<file path="src/design/graphic_equalizer_bandpass_cascade_macros.svh">
// ----------------------------------------------------------------------------
// Equalizer assertion macros
// Shared concurrent assertion forms used by the equalizer RTL.
// ----------------------------------------------------------------------------
`ifndef GRAPHIC_EQUALIZER_BANDPASS_CASCADE_MACROS_SVH
`define GRAPHIC_EQUALIZER_BANDPASS_CASCADE_MACROS_SVH

// Same-cycle implication, disabled while reset is asserted.
`define GEQ_ASSERT_HOLDS(label, clk, rst_n, ante, cons, msg) \
	label: assert property (@(posedge clk) disable iff (!rst_n) (ante) |-> (cons)) \
		else $error(msg);

// Next-cycle implication, disabled while reset is asserted.
`define GEQ_ASSERT_NEXT(label, clk, rst_n, ante, cons, msg) \
	label: assert property (@(posedge clk) disable iff (!rst_n) (ante) |=> (cons)) \
		else $error(msg);

`endif

</file>
<file path="src/design/geq_pkg.sv">
// ----------------------------------------------------------------------------
// Equalizer package
// Payload types, operation codes, controller states and fixed-point helpers.
// ----------------------------------------------------------------------------
package geq_pkg;

	// Request function codes.
	typedef enum logic [1:0] {
		FUNC_SAMPLE = 2'd0,
		FUNC_COEF   = 2'd1,
		FUNC_GAIN   = 2'd2,
		FUNC_NONE   = 2'd3
	} func_t;

	// Coefficient select codes.
	typedef enum logic [1:0] {
		SEL_A0   = 2'd0,
		SEL_A1   = 2'd1,
		SEL_B0   = 2'd2,
		SEL_NONE = 2'd3
	} coef_sel_t;

	typedef struct packed {
		func_t              func;
		logic [2:0]         channel;
		logic [3:0]         band;
		coef_sel_t          coef_select;
		logic signed [31:0] value;
		logic signed [23:0] sample_in;
	} in_t;

	typedef struct packed {
		logic signed [23:0] sample_out;
		logic [2:0]         out_channel;
		logic               clipped;
	} out_t;

	typedef logic [3:0] cfg_t;

	// Controller states.
	typedef enum logic [3:0] {
		ST_IDLE,
		ST_DECODE,
		ST_READ,
		ST_M0,
		ST_M1,
		ST_M2,
		ST_M3,
		ST_WT0,
		ST_WT1,
		ST_MG,
		ST_WG0,
		ST_WG1,
		ST_WB,
		ST_OUT
	} state_t;

	// Multiplier operand selects.
	typedef enum logic [1:0] {OPA_X, OPA_H0, OPA_H1, OPA_T} opa_t;
	typedef enum logic [2:0] {OPC_B0, OPC_A0, OPC_A1, OPC_DAMP, OPC_GAIN} opc_t;

	// What happens to a product when it leaves the multiplier pipeline.
	typedef enum logic [2:0] {TAG_NONE, TAG_W0, TAG_W1, TAG_W2, TAG_T, TAG_X} tag_t;

	typedef struct packed {
		logic capture;
		logic wr_coef;
		logic wr_gain;
		logic start;
		logic rd;
		logic wb;
		logic out_load;
		opa_t opa;
		opc_t opc;
		tag_t tag;
	} cmd_t;

	typedef struct packed {
		func_t func;
		logic  skip;
		logic  band_last;
		logic  out_free;
	} status_t;

	// Damping constant -1.0050 in Q3.28.
	localparam logic signed [31:0] DAMP_COEF = -32'sd269777633;

	localparam logic signed [44:0] MAX40 = 45'sd549755813887;
	localparam logic signed [44:0] MIN40 = -45'sd549755813888;

	// Overflow test of a wide value against the 40-bit internal range.
	function automatic logic ovf40(input logic signed [44:0] v);
		return (v > MAX40) || (v < MIN40);
	endfunction

	// Saturate a wide value to the 40-bit internal range.
	function automatic logic signed [39:0] sat40(input logic signed [44:0] v);
		logic signed [39:0] r;
		if (v > MAX40) begin
			r = MAX40[39:0];
		end else if (v < MIN40) begin
			r = MIN40[39:0];
		end else begin
			r = v[39:0];
		end
		return r;
	endfunction

endpackage

</file>
<file path="src/design/geq_ctrl.sv">
// ----------------------------------------------------------------------------
// Equalizer controller
// Sequences requests, band passes and multiplier issue for the datapath.
// ----------------------------------------------------------------------------
module geq_ctrl (
	input  logic             clk,
	input  logic             arst_n,
	input  logic             in_valid,
	output logic             in_ready,
	input  geq_pkg::status_t status,
	output geq_pkg::cmd_t    cmd
);

	geq_pkg::state_t state_q, state_next;

	// State register.
	always_ff @(posedge clk or negedge arst_n) begin
		if (!arst_n) begin
			state_q <= geq_pkg::ST_IDLE;
		end else begin
			state_q <= state_next;
		end
	end

	// Next state.
	always_comb begin
		state_next = state_q;
		unique case (state_q)
			geq_pkg::ST_IDLE: begin
				if (in_valid) state_next = geq_pkg::ST_DECODE;
			end
			geq_pkg::ST_DECODE: begin
				if (status.func == geq_pkg::FUNC_SAMPLE) begin
					state_next = status.skip ? geq_pkg::ST_OUT : geq_pkg::ST_READ;
				end else begin
					state_next = geq_pkg::ST_IDLE;
				end
			end
			geq_pkg::ST_READ: state_next = geq_pkg::ST_M0;
			geq_pkg::ST_M0:   state_next = geq_pkg::ST_M1;
			geq_pkg::ST_M1:   state_next = geq_pkg::ST_M2;
			geq_pkg::ST_M2:   state_next = geq_pkg::ST_M3;
			geq_pkg::ST_M3:   state_next = geq_pkg::ST_WT0;
			geq_pkg::ST_WT0:  state_next = geq_pkg::ST_WT1;
			geq_pkg::ST_WT1:  state_next = geq_pkg::ST_MG;
			geq_pkg::ST_MG:   state_next = geq_pkg::ST_WG0;
			geq_pkg::ST_WG0:  state_next = geq_pkg::ST_WG1;
			geq_pkg::ST_WG1:  state_next = geq_pkg::ST_WB;
			geq_pkg::ST_WB: begin
				state_next = status.band_last ? geq_pkg::ST_OUT : geq_pkg::ST_READ;
			end
			geq_pkg::ST_OUT: begin
				if (status.out_free) state_next = geq_pkg::ST_IDLE;
			end
			default: state_next = geq_pkg::ST_IDLE;
		endcase
	end

	// Command outputs.
	always_comb begin
		in_ready = 1'b0;
		cmd      = '0;
		cmd.opa  = geq_pkg::OPA_X;
		cmd.opc  = geq_pkg::OPC_B0;
		cmd.tag  = geq_pkg::TAG_NONE;
		unique case (state_q)
			geq_pkg::ST_IDLE: begin
				in_ready    = 1'b1;
				cmd.capture = in_valid;
			end
			geq_pkg::ST_DECODE: begin
				unique case (status.func)
					geq_pkg::FUNC_SAMPLE: cmd.start   = 1'b1;
					geq_pkg::FUNC_COEF:   cmd.wr_coef = 1'b1;
					geq_pkg::FUNC_GAIN:   cmd.wr_gain = 1'b1;
					default: ;
				endcase
			end
			geq_pkg::ST_READ: cmd.rd = 1'b1;
			geq_pkg::ST_M0: begin
				cmd.opa = geq_pkg::OPA_X;
				cmd.opc = geq_pkg::OPC_B0;
				cmd.tag = geq_pkg::TAG_W0;
			end
			geq_pkg::ST_M1: begin
				cmd.opa = geq_pkg::OPA_H0;
				cmd.opc = geq_pkg::OPC_A0;
				cmd.tag = geq_pkg::TAG_W1;
			end
			geq_pkg::ST_M2: begin
				cmd.opa = geq_pkg::OPA_H1;
				cmd.opc = geq_pkg::OPC_A1;
				cmd.tag = geq_pkg::TAG_W2;
			end
			geq_pkg::ST_M3: begin
				cmd.opa = geq_pkg::OPA_H1;
				cmd.opc = geq_pkg::OPC_DAMP;
				cmd.tag = geq_pkg::TAG_T;
			end
			geq_pkg::ST_MG: begin
				cmd.opa = geq_pkg::OPA_T;
				cmd.opc = geq_pkg::OPC_GAIN;
				cmd.tag = geq_pkg::TAG_X;
			end
			geq_pkg::ST_WB:  cmd.wb = 1'b1;
			geq_pkg::ST_OUT: cmd.out_load = status.out_free;
			default: ;
		endcase
	end

endmodule

</file>
<file path="config.mk">
export PLATFORM = sky130hd
export DESIGN_NAME = geq_ctrl
export DESIGN_NICKNAME = d
export VERILOG_FILES = /design/src/design/graphic_equalizer_bandpass_cascade_macros.svh /design/src/design/geq_pkg.sv /design/src/design/geq_ctrl.sv
export SDC_FILE = /design/constraint.sdc
export NUM_CORES = 1
export LEC_CHECK = 0
export BUFFER_PORTS_ARGS = -buffer_cell sky130_fd_sc_hd__clkbuf_2
export CAP_MARGIN = 20
export CORE_AREA = 4 4 41 43
export CTS_BUF_LIST = sky130_fd_sc_hd__clkbuf_16
export DETAILED_ROUTE_END_ITERATION = 8
export DIE_AREA = 0 0 45 47
export REMOVE_ABC_BUFFERS = 1
export SLEW_MARGIN = 20
export SYNTH_ARGS = -nofsm -noshare
export SYNTH_HDL_FRONTEND = slang
export SYNTH_SLANG_ARGS = --single-unit
</file>
<file path="constraint.sdc">
create_clock -name clk -period 3.09 [get_ports clk]
set_input_delay 0.309 -clock clk [delete_from_list [all_inputs] [get_ports clk]]
set_output_delay 0.309 -clock clk [all_outputs]
set_load 0.02 [all_outputs]
</file>
# Word-level counts from Yosys, hierarchy flattened
# Index checks and enable logic that the tools add are counted.
# totals
reg_bits,4
input_bits,8
wordCells,37
# op_classes
eq_ne,17
muxes,16
reduce_logical,3
# op_table
cell,count
4-bit one-hot mux with 14 select lines,1
8-bit one-hot mux with 5 select lines,1
4-bit equality test (second input constant),6
4-bit 2-to-1 mux,5
4-bit by 3-bit equality test with 1-bit output (second input constant),4
4-bit by 2-bit equality test with 1-bit output (second input constant),2
1-bit 2-to-1 mux,8
4-bit by 1-bit equality test with 1-bit output (second input constant),1
4-bit logical NOT,1
2-bit != test (second input constant),2
3-bit 2-to-1 mux,1
2-bit by 1-bit equality test with 1-bit output (second input constant),1
2-bit equality test (second input constant),1
2-bit logical NOT,1
2-bit AND reduction,1

# Depth between registers and ports, before layout
# logic_depth
depth_word,3
depth_mapped,5
mapped_depth_nobuf,4

# Least setup slack after synthesis
# Ideal clock, no wire load.
# synth_path
kind,reg-to-output
startpoint,register state_q[3]
endpoint,output cmd[14] in the netlist's numbering
arrival_time_ns,1.577
t_required_ns,2.781
slack_ns,1.204
stages_incl_launch_ff,3
path_cell_list,dfrtp_1 nor4_1 and2_1
# synth_lines
element,line,rtl
start: declaration,geq_ctrl.sv:14,"geq_pkg::state_t state_q, state_next;"
start signal: assignment,geq_ctrl.sv:19,state_q <= geq_pkg::ST_IDLE;
start signal: assignment,geq_ctrl.sv:21,state_q <= state_next;
end: declaration,geq_ctrl.sv:11,output geq_pkg::cmd_t cmd

==> impl_results.md <==
* Post-synthesis adder-cell area fraction at 0%
* Relative slew slack at 66.2%
* CTS tree: built
* Cells along the critical path: or4b_4 -> nor3_4 -> clkbuf_2
* Most flops, register: state_q
* Initial antenna violation count at 0
* Count leader, synth: nor2_1
* Syn Inst Count at 59
* Largest family of logic cells by synthesized area: simple AND/OR/NAND/NOR gates
* Critical path class: reg2out
* I/O Pins at 24
* Via count at 523
* Largest registers: state_q (4)
* Largest net degree at the start of global routing at 19
* Max reg flops at 4
* Mapped Area at 438 um^2
* Reg clk slew, reported paths at 0.03 ns
* Syn Area/Cell at 7.42 um^2
* Slowest cell on the critical path: dfrtp_1
* Final count of hold timing violations at 0
* RSZ-0062 raised after global routing: no
* Status: finished clean
* VDD IR max at 0.000627 V
* YS warnings at 0
* Post-route DRC at 0
* H-tree depth at 1
* Synth top area cells: dfrtp_1 (23%), nor2_1 (6.9%), a21oi_1 (4.6%)
* Dominant cell type by area after synthesis: dfrtp_1
* DR iter-0 viols at 6
* Share of post-route cells with drive strength above 1 at 34.6%
* # resized after CTS at 0
* Final Wtd Congestion at 0.757
* R2R setup slack at 1.36 ns
* Post-Synth XOR/XNOR Area at 2.00%
* Post-synth ARST share at 100%
* Post-Synth Simple-Gate Area at 38.9%
* Synth-to-Final Area Change at 44.9%
* Most used flip-flop cell after synthesis: dfrtp_1
* Final core utilization at 48.8%
* Critical Path RT at 2.78 ns
* Initial Util at 33.7%
* CTS Hold Bufs at 1
* Fin crit share at 70.0%
* Final setup margin at 0.926 ns
* Diodes inserted at 0
* Die Wd at 45 um
* Critical Path End Type: output pin
* Number of nets in the layout at 91
* Max_cap viols at 0
* Post-CTS setup buffers at 0
* Final Setup Violations at 0
* Clock Tree Buf Depth at 2
* Number of synthesized flops with an enable pin at 0
* GR Overflow Total at 0
* Pre-Repair DR Iteration Count at 4
* Die span in y at 47 um
* Mux share of post-synthesis cell area at 0%
* Vias in the first global route at 484
* Worst Hold Class: in2reg
* Top post-synthesis cells by count: nor2_1 (8), inv_1 (5), a21oi_1 (4), clkbuf_1 (4), dfrtp_1 (4)
* Synth Area in Compound Gates at 26.9%
* Antenna-violating nets left at 0
* Synth Register Bits at 4
* Fmax at 462 MHz
* CTS Root Cell: clkbuf_16
* Leak pwr at 0.329 nW
* CTS sink cnt at 4
* Gr usage total at 12.6%
* Die Area at 2120 um^2
* First-pass GRT wire length at 1950 um
* Post-layout minimum cycle time at 2.16 ns
* Num CTS Buffers at 3
* Slew @ Worst Pin at 0.508 ns
* IO buf count at 23
* Post-DR wirelength/cell at 12.4 um
* Skew final at 0.00324 ns
* Num rows at 13
* Setup TNS at 0 ns
* Pwr per Cell Area at 1210 nW/um^2
* Register area share after synthesis at 22.9%
* Latest clock arrival within the worst-skew pair at 0.22 ns
* Crit-path max FO at 18
* Yosys cell types at 31
* Dpl hpwl at 896 um
* Via/cell ratio at 5.45
* Worst setup SP type: register
* Pre-CTS setup slack at 1.16 ns
* Core Region at 1300 um^2
* Fin. max-slew vios at 0
* Final Hold Slack at 0.324 ns
* CP arrival at 1.85 ns
* Routed WL at 1190 um
* Total power at 0.766 mW
* Post-synth top area share at 22.9%
* Max stage delay on crit path at 0.65 ns
cell usage in the layout, fill, tap and decap left out, drive strengths merged, types with 2 or more instances in the layout:
master,instances
nand2,2
nand2b,3
inv,5
nor3,4
a21oi,4
nor3b,2
o21ai,3
nand3b,2
clkbuf,26
dfrtp,4
nor2,8
path summary, 6_finish.rpt:
check,from,to,cells past startpoint
max,state_q[0],cmd[11],3
min,status[0],state_q[0],2
max reg2reg,state_q[0],state_q[0],4
min reg2reg,state_q[3],state_q[3],1
max in group asynchronous,arst_n,state_q[2],2
min in group asynchronous,arst_n,state_q[1],2
through the flow:
stage,cells,cell area (um^2)
floorplan,54,415
global placement,92,549
detailed placement,92,549
CTS,96,634
global route,96,634
finish,96,634
cell families after synthesis:
family | after synthesis
buf+inv | 10
simple gates | 27
flops | 4
compound gates | 17
xor+xnor | 1
critical path, delay by kind of cell (launching register included):
kind / cells / cell delay, ns
simple gates: 2 / 0.76
flops: 1 / 0.65
buf+inv: 1 / 0.21
routing by layer:
metal  vias to the layer above  wire (um)  track usage (%)
met5                         -          0                0
met4                         0          0             7.02
met3                         0         66             2.68
met2                        22        642             20.3
met1                       244        480             15.6
li1                        257          -                -
report_power, final:
part	switching [mW]	total, mW	internal, mW	leakage, nW
clock network	0.0348	0.200	0.165	0.0370
logic	0.228	0.394	0.166	0.243
registers	0.0953	0.172	0.0765	0.0489
total	0.358	0.766	0.408	0.329
cell type report:
| cell class | count | area, um^2 |
|---|---|---|
| clock buffer | 3 | 75.1 |
| inverter | 5 | 18.8 |
| timing repair buffer | 24 | 125 |
| tap | 15 | 18.8 |
| sequential | 4 | 100 |
| multi-input combinational | 45 | 297 |
| fill | 145 | 667 |
Note: power is estimated with default switching activity, not from simulation.
